==> src/rtl/per_user_job_quota_table_assert.svh <==
// ----------------------------------------------------------------------------
// per_user_job_quota_table_assert
// assertion macros used by the quota table checks
// ----------------------------------------------------------------------------
`ifndef PER_USER_JOB_QUOTA_TABLE_ASSERT_SVH
`define PER_USER_JOB_QUOTA_TABLE_ASSERT_SVH

// same-cycle implication, checked outside reset
`define QTAB_ASSERT_NOW(label, ante, cons, msg) \
    label: assert property (@(posedge i_clk) disable iff (!i_rst_n) \
        (ante) |-> (cons)) else $error(msg);

// next-cycle implication, checked outside reset
`define QTAB_ASSERT_NEXT(label, ante, cons, msg) \
    label: assert property (@(posedge i_clk) disable iff (!i_rst_n) \
        (ante) |=> (cons)) else $error(msg);

`endif

==> src/rtl/qtab_pkg.sv <==
// ----------------------------------------------------------------------------
// qtab_pkg
// types and constants of the per-user job quota table
// ----------------------------------------------------------------------------
package qtab_pkg;

    localparam int USER_ENTRIES = 64;
    localparam int KEY_BITS     = 32;
    localparam int CNT_W        = 32;
    localparam int IDX_W        = $clog2(USER_ENTRIES);
    localparam int FILL_W       = $clog2(USER_ENTRIES + 1);

    localparam logic [CNT_W-1:0] CNT_MAX = {CNT_W{1'b1}};

    typedef enum logic [1:0] {
        REQ_CHECK      = 2'd0,
        REQ_REGISTER   = 2'd1,
        REQ_UNREGISTER = 2'd2,
        REQ_COUNT      = 2'd3
    } t_req;

    typedef enum logic [2:0] {
        ST_OK      = 3'd0,
        ST_LIMIT   = 3'd1,
        ST_ZERO    = 3'd2,
        ST_UNKNOWN = 3'd3,
        ST_FULL    = 3'd4
    } t_status;

    typedef enum logic [1:0] {
        S_IDLE,
        S_SCAN,
        S_DECIDE
    } t_state;

    typedef struct packed {
        logic [KEY_BITS-1:0] key;
        logic [CNT_W-1:0]    cnt;
    } t_entry;

    typedef struct packed {
        logic             re;
        logic [IDX_W-1:0] raddr;
        logic             we;
        logic [IDX_W-1:0] waddr;
        t_entry           wdata;
    } t_ram_req;

endpackage

==> src/rtl/qtab_store.sv <==
// ----------------------------------------------------------------------------
// qtab_store
// entry memory: key and job count per user, one write and one read port
// ----------------------------------------------------------------------------
module qtab_store (
    input  logic               i_clk,
    input  qtab_pkg::t_ram_req i_req,
    output qtab_pkg::t_entry   o_rdata
);

    qtab_pkg::t_entry r_mem [qtab_pkg::USER_ENTRIES];
    qtab_pkg::t_entry r_rdata;

    // write port
    always_ff @(posedge i_clk) begin
        if (i_req.we) begin
            r_mem[i_req.waddr] <= i_req.wdata;
        end
    end

    // registered read port
    always_ff @(posedge i_clk) begin
        if (i_req.re) begin
            r_rdata <= r_mem[i_req.raddr];
        end
    end

    assign o_rdata = r_rdata;

endmodule

==> src/rtl/per_user_job_quota_table.sv <==
// ----------------------------------------------------------------------------
// per_user_job_quota_table
// per-user job admission table with quota check and job counting
// ----------------------------------------------------------------------------
// Each request item (check, register, unregister, count) is handled alone:
// the key is searched by reading the entry memory one entry per cycle from
// entry 0 up to the last occupied entry, then the decide state updates the
// count and loads the result register; the entry memory has a single read
// port. A stalled result holds the decide state of the following item until
// it is taken. Entries fill from 0 upward and are never freed, so a fill
// count stands for the valid bits and no clearing pass is needed after
// reset. The result register lets the next item be accepted while a result
// waits.
// ----------------------------------------------------------------------------
module per_user_job_quota_table (
    input  logic        i_clk,
    input  logic        i_rst_n,
    // configuration
    input  logic        i_cfg_we,
    input  logic [31:0] i_cfg_wdata,
    // request items
    input  logic        i_in_valid,
    output logic        o_in_stall,
    input  logic [1:0]  i_req_type,
    input  logic [31:0] i_user_key,
    input  logic        i_force_req,
    // result items
    output logic        o_out_valid,
    input  logic        i_out_stall,
    output logic [2:0]  o_status,
    output logic [31:0] o_job_count
);

    localparam int IDX_W  = qtab_pkg::IDX_W;
    localparam int FILL_W = qtab_pkg::FILL_W;
    localparam int CNT_W  = qtab_pkg::CNT_W;

    qtab_pkg::t_state              r_state, n_state;
    logic [CNT_W-1:0]              r_max_jobs;
    logic [FILL_W-1:0]             r_fill;
    qtab_pkg::t_req                r_req;
    logic [qtab_pkg::KEY_BITS-1:0] r_key;
    logic                          r_force;
    logic [IDX_W-1:0]              r_addr;
    logic [IDX_W-1:0]              r_rd_addr;
    logic                          r_rd_vld;
    logic                          r_found;
    logic [IDX_W-1:0]              r_idx;
    logic [CNT_W-1:0]              r_cnt;
    logic                          r_out_valid;
    qtab_pkg::t_status             r_status;
    logic [CNT_W-1:0]              r_job_count;

    qtab_pkg::t_ram_req            ram_req;
    qtab_pkg::t_entry              ram_rdata;

    logic                          in_acc;
    logic                          out_free;
    logic [FILL_W-1:0]             fill_m1;
    logic                          rd_last;
    logic                          rd_hit;
    logic                          tbl_full;
    logic                          grant;
    logic                          add_new;
    logic                          upd_cnt;
    logic [CNT_W-1:0]              new_cnt;
    qtab_pkg::t_status             d_status;
    logic [CNT_W-1:0]              d_count;

    assign in_acc   = i_in_valid && !o_in_stall;
    assign out_free = !r_out_valid || !i_out_stall;
    assign fill_m1  = r_fill - FILL_W'(1);
    assign rd_last  = (FILL_W'(r_rd_addr) == fill_m1);
    assign rd_hit   = r_rd_vld && (ram_rdata.key == r_key);
    assign tbl_full = (r_fill == FILL_W'(qtab_pkg::USER_ENTRIES));

    // configuration register
    always_ff @(posedge i_clk) begin
        if (!i_rst_n) begin
            r_max_jobs <= '0;
        end else if (i_cfg_we) begin
            r_max_jobs <= i_cfg_wdata;
        end
    end

    // decide: status, count and write-back for the searched entry
    always_comb begin
        grant    = (r_max_jobs == '0) || r_force || (r_cnt < r_max_jobs);
        add_new  = 1'b0;
        upd_cnt  = 1'b0;
        new_cnt  = r_cnt;
        d_status = qtab_pkg::ST_OK;
        d_count  = '0;
        unique case (r_req)
            qtab_pkg::REQ_CHECK, qtab_pkg::REQ_REGISTER: begin
                if (!r_found) begin
                    if (tbl_full) begin
                        d_status = qtab_pkg::ST_FULL;
                    end else begin
                        // new user starts at zero, which always passes the limit
                        add_new = 1'b1;
                        new_cnt = (r_req == qtab_pkg::REQ_REGISTER) ? CNT_W'(1) : '0;
                        d_count = new_cnt;
                    end
                end else if (grant) begin
                    if ((r_req == qtab_pkg::REQ_REGISTER) && (r_cnt != qtab_pkg::CNT_MAX)) begin
                        upd_cnt = 1'b1;
                        new_cnt = r_cnt + CNT_W'(1);
                    end
                    d_count = new_cnt;
                end else begin
                    d_status = qtab_pkg::ST_LIMIT;
                    d_count  = r_cnt;
                end
            end
            qtab_pkg::REQ_UNREGISTER: begin
                if (!r_found) begin
                    d_status = qtab_pkg::ST_UNKNOWN;
                end else if (r_cnt == '0) begin
                    d_status = qtab_pkg::ST_ZERO;
                end else begin
                    upd_cnt = 1'b1;
                    new_cnt = r_cnt - CNT_W'(1);
                    d_count = new_cnt;
                end
            end
            qtab_pkg::REQ_COUNT: begin
                d_count = r_found ? r_cnt : '0;
            end
            default: begin
                d_status = qtab_pkg::ST_OK;
            end
        endcase
    end

    // memory access: scan reads, decide writes back
    always_comb begin
        ram_req.re        = (r_state == qtab_pkg::S_SCAN);
        ram_req.raddr     = r_addr;
        ram_req.we        = (r_state == qtab_pkg::S_DECIDE) && out_free && (add_new || upd_cnt);
        ram_req.waddr     = add_new ? r_fill[IDX_W-1:0] : r_idx;
        ram_req.wdata.key = r_key;
        ram_req.wdata.cnt = new_cnt;
    end

    qtab_store u_store (
        .i_clk   (i_clk),
        .i_req   (ram_req),
        .o_rdata (ram_rdata)
    );

    // next state
    always_comb begin
        n_state    = r_state;
        o_in_stall = (r_state != qtab_pkg::S_IDLE);
        unique case (r_state)
            qtab_pkg::S_IDLE: begin
                if (i_in_valid) begin
                    n_state = (r_fill == '0) ? qtab_pkg::S_DECIDE : qtab_pkg::S_SCAN;
                end
            end
            qtab_pkg::S_SCAN: begin
                if (rd_hit || (r_rd_vld && rd_last)) begin
                    n_state = qtab_pkg::S_DECIDE;
                end
            end
            qtab_pkg::S_DECIDE: begin
                if (out_free) begin
                    n_state = qtab_pkg::S_IDLE;
                end
            end
            default: begin
                n_state = qtab_pkg::S_IDLE;
            end
        endcase
    end

    always_ff @(posedge i_clk) begin
        if (!i_rst_n) begin
            r_state <= qtab_pkg::S_IDLE;
        end else begin
            r_state <= n_state;
        end
    end

    // read pipeline tracking
    always_ff @(posedge i_clk) begin
        if (!i_rst_n) begin
            r_rd_vld <= 1'b0;
        end else begin
            r_rd_vld <= (r_state == qtab_pkg::S_SCAN) && !rd_hit && !(r_rd_vld && rd_last);
        end
    end

    // item capture, scan address and search result
    always_ff @(posedge i_clk) begin
        r_rd_addr <= r_addr;
        if (in_acc) begin
            r_req   <= qtab_pkg::t_req'(i_req_type);
            r_key   <= i_user_key[qtab_pkg::KEY_BITS-1:0];
            r_force <= i_force_req;
            r_found <= 1'b0;
            r_addr  <= '0;
        end else if (r_state == qtab_pkg::S_SCAN) begin
            if (FILL_W'(r_addr) != fill_m1) begin
                r_addr <= r_addr + IDX_W'(1);
            end
            if (rd_hit) begin
                r_found <= 1'b1;
                r_idx   <= r_rd_addr;
                r_cnt   <= ram_rdata.cnt;
            end
        end
    end

    // fill count of occupied entries
    always_ff @(posedge i_clk) begin
        if (!i_rst_n) begin
            r_fill <= '0;
        end else if ((r_state == qtab_pkg::S_DECIDE) && out_free && add_new) begin
            r_fill <= r_fill + FILL_W'(1);
        end
    end

    // result register
    always_ff @(posedge i_clk) begin
        if (!i_rst_n) begin
            r_out_valid <= 1'b0;
        end else if ((r_state == qtab_pkg::S_DECIDE) && out_free) begin
            r_out_valid <= 1'b1;
        end else if (!i_out_stall) begin
            r_out_valid <= 1'b0;
        end
    end

    always_ff @(posedge i_clk) begin
        if ((r_state == qtab_pkg::S_DECIDE) && out_free) begin
            r_status    <= d_status;
            r_job_count <= d_count;
        end
    end

    assign o_out_valid = r_out_valid;
    assign o_status    = r_status;
    assign o_job_count = r_job_count;

    // checks
`include "per_user_job_quota_table_assert.svh"

    `QTAB_ASSERT_NOW(a_fill_bound, 1'b1, r_fill <= FILL_W'(qtab_pkg::USER_ENTRIES), "fill count over table size")
    `QTAB_ASSERT_NEXT(a_accept_busy, in_acc, r_state != qtab_pkg::S_IDLE, "accepted item did not start")
    `QTAB_ASSERT_NOW(a_fill_step, $past(i_rst_n) && (r_fill != $past(r_fill)), r_fill == $past(r_fill) + FILL_W'(1), "fill count jumped")
    `QTAB_ASSERT_NOW(a_write_decide, ram_req.we, r_state == qtab_pkg::S_DECIDE && !tbl_full || upd_cnt, "entry write outside decide")

endmodule

==> config.mk <==
export PLATFORM = sky130hd
export DESIGN_NAME = per_user_job_quota_table
export DESIGN_NICKNAME = d
export VERILOG_FILES = /design/src/rtl/qtab_pkg.sv /design/src/rtl/qtab_store.sv /design/src/rtl/per_user_job_quota_table.sv
export VERILOG_INCLUDE_DIRS = /design/src /design/src/rtl
export SDC_FILE = /design/constraint.sdc
export NUM_CORES = 2
export LEC_CHECK = 0
export BUFFER_PORTS_ARGS = -buffer_cell sky130_fd_sc_hd__buf_4
export CAP_MARGIN = 20
export CORE_ASPECT_RATIO = 0.9
export CORE_MARGIN = 4
export CORE_UTILIZATION = 30
export CTS_CLUSTER_SIZE = 28
export DETAILED_ROUTE_END_ITERATION = 6
export PLACE_DENSITY = 0.53
export SETUP_SLACK_MARGIN = 0.5
export SLEW_MARGIN = 0
export SYNTH_ARGS = -nofsm -noshare
export SYNTH_HDL_FRONTEND = slang
export SYNTH_SLANG_ARGS = --single-unit
==> constraint.sdc <==
create_clock -name i_clk -period 10.6 [get_ports i_clk]
set_clock_uncertainty 0.05 [all_clocks]
set_input_delay 1.06 -clock i_clk [delete_from_list [all_inputs] [get_ports i_clk]]
set_output_delay 1.06 -clock i_clk [all_outputs]
set_load 0.02 [all_outputs]
== Word-level counts from Yosys, hierarchy flattened ==
Memories as Yosys holds them, arrays and structs flattened. A register that Yosys moved wholly into a read port is not among the register bits.
Cells that the tools add are included.

* Bitwise operators: 1
* Reductions and logical operators: 30
* Equality and inequality tests: 14
* $lt $le $gt $ge: 1
* Mux-type cells: 39
* Add/subtract/negate cells: 5

{| class="wikitable"
|+ Operators by type and width
! cell !! number
|-
| $mux W32 || 10
|-
| $pmux W32 S3 || 1
|-
| $logic_not A32 Y1 || 2
|-
| $pmux W32 S2 || 1
|-
| $add A32 B1 Y32 const B || 1
|-
| $eq A32 B32 Y1 || 1
|-
| $lt A32 B32 Y1 || 1
|-
| $ne A32 B32 Y1 const B || 1
|-
| $sub A32 B1 Y32 const B || 1
|-
| $mux W1 || 15
|-
| $mux W2 || 6
|-
| $logic_and A1 B1 Y1 || 9
|-
| $add A7 B1 Y7 const B || 1
|-
| $eq A6 B7 Y1 || 1
|-
| $eq A7 B7 Y1 const B || 1
|-
| $logic_not A7 Y1 || 1
|-
| $ne A6 B7 Y1 || 1
|-
| $sub A7 B1 Y7 const B || 1
|-
| $add A6 B1 Y6 const B || 1
|-
| $eq A2 B2 Y1 const B || 3
|-
| $mux W3 || 2
|-
| $mux W6 || 1
|-
| $pmux W2 S3 || 1
|-
| $pmux W3 S2 || 1
|-
| 12 further kinds || 26
|}

* Memory bits (writable): 4096
* Bits of input ports: 72
* Logic and storage cells: 106
* Memories kept: 1
* Flip-flop bits (word level): 164

{| class="wikitable"
|+ Memory list
! memory !! depth !! width !! rd ports !! clocked after Yosys merged registers in !! wr ports !! line !! source
|-
| u_store.r_mem || 64 || 64 || 1 || 1 || 1 || qtab_store.sv:11 || <nowiki>qtab_pkg::t_entry r_mem [qtab_pkg::USER_ENTRIES];</nowiki>
|}

== Longest topological paths before layout ==
* Depth after elaboration: 10
* Gate-level depth with buffers: 13

== Cells and area by module ==
A second synthesis with hierarchy kept.

* Cell total of the unflattened synthesis: 7558
* Area, all modules: 166375.8 sq um

{| class="wikitable"
|+ Modules (own cells, without submodules)
! module !! area an instance (sq um) !! cells an instance !! sequential area each (sq um) !! instances
|-
| qtab_store || 156989.3 || 6598 || 124919.8 || 1
|-
| per_user_job_quota_table || 9386.5 || 960 || 4364.2 || 1
|}

== Worst setup path before layout ==
OpenSTA, ideal clock, no wires.

* Path type: reg2reg
* Start point: register r_cnt[16]
* End point: memory u_store.r_mem[0][24] (netlist name), data pin
* Path slack: 3548 ps
* Cell stages (with the launch flop): 8
* Library setup time: 1009 ps
* Arrival: 5994 ps
* Path buffers: 2
* Path through: edfxtp_1 > buf_6 > or4_4 > buf_6 > or3_4 > nor3_4 > nand2_1 > o311ai_0

* Cells in the longest elaborated chain, start to end: 6

{| class="wikitable"
|+ RTL lines
! what !! line !! source
|-
| start, declared || per_user_job_quota_table.sv:49 || <nowiki>logic [CNT_W-1:0] r_cnt;</nowiki>
|-
| start signal, assigned || per_user_job_quota_table.sv:211 || <nowiki>r_cnt <= ram_rdata.cnt;</nowiki>
|-
| branches (longest 5 deep; another with $add A32 B1 Y32) || n/a ||
|-
| $pmux W32 S2 (*) || per_user_job_quota_table.sv:94 || <nowiki>unique case (r_req)</nowiki>
|-
| named net new_cnt[24] || per_user_job_quota_table.sv:66 || <nowiki>logic [CNT_W-1:0] new_cnt;</nowiki>
|-
| end, declared || qtab_store.sv:11 ||
|}

Mark *: on every way through the listed nets, which the timed path passes.

== Worst setup path in the final report ==
* Start point: register r_cnt[7]
* End point: memory u_store.r_mem[62][61] (netlist name), enable pin

* Cells in the longest elaborated chain, start to end: 10

{| class="wikitable"
|+ RTL lines
! what !! line !! source
|-
| branches (longest 5 deep; another with $lt A32 B32 Y1) || n/a ||
|-
| $pmux W1 S2 (*) || per_user_job_quota_table.sv:94 ||
|-
| $logic_or A1 B1 Y1 (*) || per_user_job_quota_table.sv:140 || <nowiki>ram_req.we = (r_state == qtab_pkg::S_DECIDE) && out_free && (add_new || upd_cnt);</nowiki>
|-
| $logic_and A1 B1 Y1 (*) || per_user_job_quota_table.sv:140 ||
|-
| $mux W1 (*) || qtab_store.sv:16 || <nowiki>if (i_req.we) begin</nowiki>
|-
| $mux W1 (implied by the code) (*) || qtab_store.sv:17 || <nowiki>r_mem[i_req.waddr] <= i_req.wdata;</nowiki>
|}

Every way passes the cells marked *.

==> qor.csv <==
metric,value,unit
status,"finished, final reports clean",
Gate Count Post-Synth,6920,
CP Capture Type,flop,
flop2flop setup slack,4.75,ns
WP buf/inv,5,
Detail Placement HPWL,278000,µm
CP most frequent cell,buf_4,
Post-CTS Resized,0,
power per cell area,181,nW/µm²
via count of the first global-routing pass,78000,
Final Core Density,34.6,%
met3 WL,37700,µm
Finished Cell Area,191000,µm²
Via density,5.25,
Synth Flop Type,edfxtp_1,
Leakage,56.2,nW
Core Area,553000,µm²
arrival time of the worst setup path,6.40,ns
Synth Register Bits,4324,
RSZ-0062 raised after global routing,false,
largest net degree at the start of global routing,130,
Ys Warns,0,
Setup Crit Path Kind,flop to flop,
Post-synth EDFFs,4268,
Buffers on Ports,108,
GRT Util Overall,16.3,%
Tmin final,5.85,ns
library cells used by synthesis,79,
asr flop ratio synth,0,%
cts-stage hold buffer count,0,
Final GP Congestion,0.809,
Ports,109,
post-route ant nets,0,
setup TNS,0,ns
CP Cell Sequence,ha_1 -> o21a_1 -> a21oi_1 -> o31ai_1 -> a211oi_1 -> o21bai_1 -> buf_4 -> o21ai_1 -> a22oi_2 -> buf_4 -> buf_4 -> nor2_4 -> buf_4 -> buf_4,
Metal-1 WL,208000,µm
Die Y,715,µm
Worst VDD drop,0.148,mV
via count,78700,
"delay-heaviest family, CP",buffers and inverters,
syn nets,7029,
first-pass detailed-route iteration total,7,
htree depth,5,
Clock Latency Late Sink,1.01,ns
die span in x,794,µm
grt ovf,0,
Worst Tran Pin Value,1.19,ns
Final Setup Violations,0,
Slew HR,21.0,%
area of the multi-input gates,36300,µm²
Worst-path clk slew,0.06,ns
FP Rows,259,
final-stage net count,7429,
clock tree root buffer cell,clkbuf_16,
# Post-CTS Setup Buffers,0,
initial antenna violation count,52,
CP max FO,25,
final wirelength,475000,µm
layout cell share with drive strength beyond 1,31.3,%
met2 WL,220000,µm
Sink Count,4324,
fillers,50400,
sequential area share after synthesis,77.6,%
CP peak stage delay,0.92,ns
fin. max-slew vios,0,
Sequential Area,129000,µm²
Mapped Area,167000,µm²
Mean Syn Cell Area,24.1,µm²
DRC,0,
CTS tree,yes,
Longest Clk Path Bufs,4,
top sig layer,met5,
Worst EP required,11.15,ns
Final Hold Viols,0,
Placement Cell Area,178000,µm²
post-route clock period utilization,55.1,%
first-pass GRT wire length,658000,µm
crit start category,flop,
max_cap viols,0,
Routed wire per std cell,31.7,µm
Hold Path Class,primary input to flop,
Area Growth Syn to Fin,14.8,%
achievable frequency,171,MHz
total die area,567000,µm²
Initial Util,30.1,%
first-iteration detailed-routing DRC count,10400,
cts bufs inserted,417,
CP max stage cell,nor2_4,
## path summary, 6_finish.rpt
check	end	startpoint	cells past startpoint
setup reg to reg	u_store.r_mem[62][61]$_DFFE_PP_	r_cnt[7]$_DFFE_PP_	14
hold reg to reg	r_idx[4]$_DFFE_PP_	r_rd_addr[4]$_DFF_P_	0
setup / recovery	u_store.r_mem[62][61]$_DFFE_PP_	r_cnt[7]$_DFFE_PP_	14
hold / removal	r_key[17]$_DFFE_PP_	i_user_key[17]	1
## cell usage in the layout, fill, tap and decap left out, drive strengths merged, types with 5 or more instances in the layout
cell type / instances
ha: 37
or3: 10
clkbuf: 509
nor3: 33
and3: 15
and4: 8
o31ai: 7
nor4: 22
buf: 350
nor2: 130
xnor2: 43
o21bai: 5
nand2b: 10
diode: 17
clkinv: 205
o21ai: 45
a21oi: 53
mux2i: 40
bufinv: 27
o31a: 5
nand4: 37
xor2: 18
or4: 5
a41oi: 5
and2: 21
clkinvlp: 13
a21o: 6
o311ai: 5
a21boi: 8
nand3: 40
a31oi: 25
dfxtp: 56
mux4: 1344
nor2b: 34
o21a: 7
nand2: 112
inv: 56
edfxtp: 4268
## synth_stat cells, types with 37 or more instances
cell,n,area (µm²)
dfxtp_1,56,1120
inv_1,47,176
mux4_2,1344,30300
ha_1,37,463
mux2i_1,40,400
nand3_1,40,200
a21oi_1,53,265
nor2_1,129,484
nand4_1,37,231
xnor2_1,43,377
clkbuf_1,216,811
edfxtp_1,4268,128000
buf_2,116,581
o21ai_0,40,200
nand2_1,111,417
## layer usage
metal / global-route usage [%] / vias up
li1: - / 30700
met1: 24.3 / 43800
met2: 25.4 / 3646
met3: 2.82 / 528
met4: 3.10 / 6
met5: 0 / -
## cell families after synthesis
| family | after synthesis | share of synthesized area (%) |
|---|---|---|
| AND/OR/NAND/NOR | 491 | 1.50 |
| adder cells (fa/ha/maj) | 37 | 0.278 |
| multiplexers | 1385 | 18.4 |
| XOR/XNOR | 61 | 0.321 |
| buffers and inverters | 416 | 1.06 |
| flip-flops | 4324 | 77.6 |
| AO/OA/AOI/OAI | 206 | 0.822 |
## final cells by class
cell class | count | area share, %
diodes | 17 | 0.0222
clock buffers | 509 | 5.72
clock inverters | 254 | 1.23
inverters | 47 | 0.0949
multi-input cells | 2180 | 19.0
flip-flops and latches | 4324 | 67.6
well taps | 7308 | 4.78
repair buffers | 350 | 1.54
## power by group
part | internal [mW] | leakage, nW | switching [mW]
Clock | 8.03 | 6.46 | 6.53
Sequential | 18.8 | 39.1 | 0.0330
Combinational | 0.470 | 10.7 | 0.825
Total | 27.3 | 56.2 | 7.39
## per-stage QoR
| step | setup slack (ns) | total power, mW | hold WS [ns] | instances |
|---|---|---|---|---|
| after floorplan | 3.55 | 20.0 | 0.279 | 6920 |
| after global placement | 4.65 | 20.5 | 0.366 | 14200 |
| after detailed placement | 4.74 | 20.5 | 0.361 | 14200 |
| after CTS | 4.71 | 35.0 | 0.0721 | 15000 |
| after global routing | 4.47 | 35.8 | 0.117 | 15000 |
| final | 4.75 | 34.7 | 0.173 | 15000 |
## flip-flops by register name, indices dropped and copies added (netlist names), 2 cells and up
signal and flops:
o_job_count 32, o_status 3, r_addr 6, r_cnt 32
r_fill 7, r_idx 6, r_key 32, r_max_jobs 32
r_rd_addr 6, r_req 2, r_state 2, u_store.o_rdata 64
u_store.r_mem 4096
No activity file was read; power rests on OpenSTA's default activity.
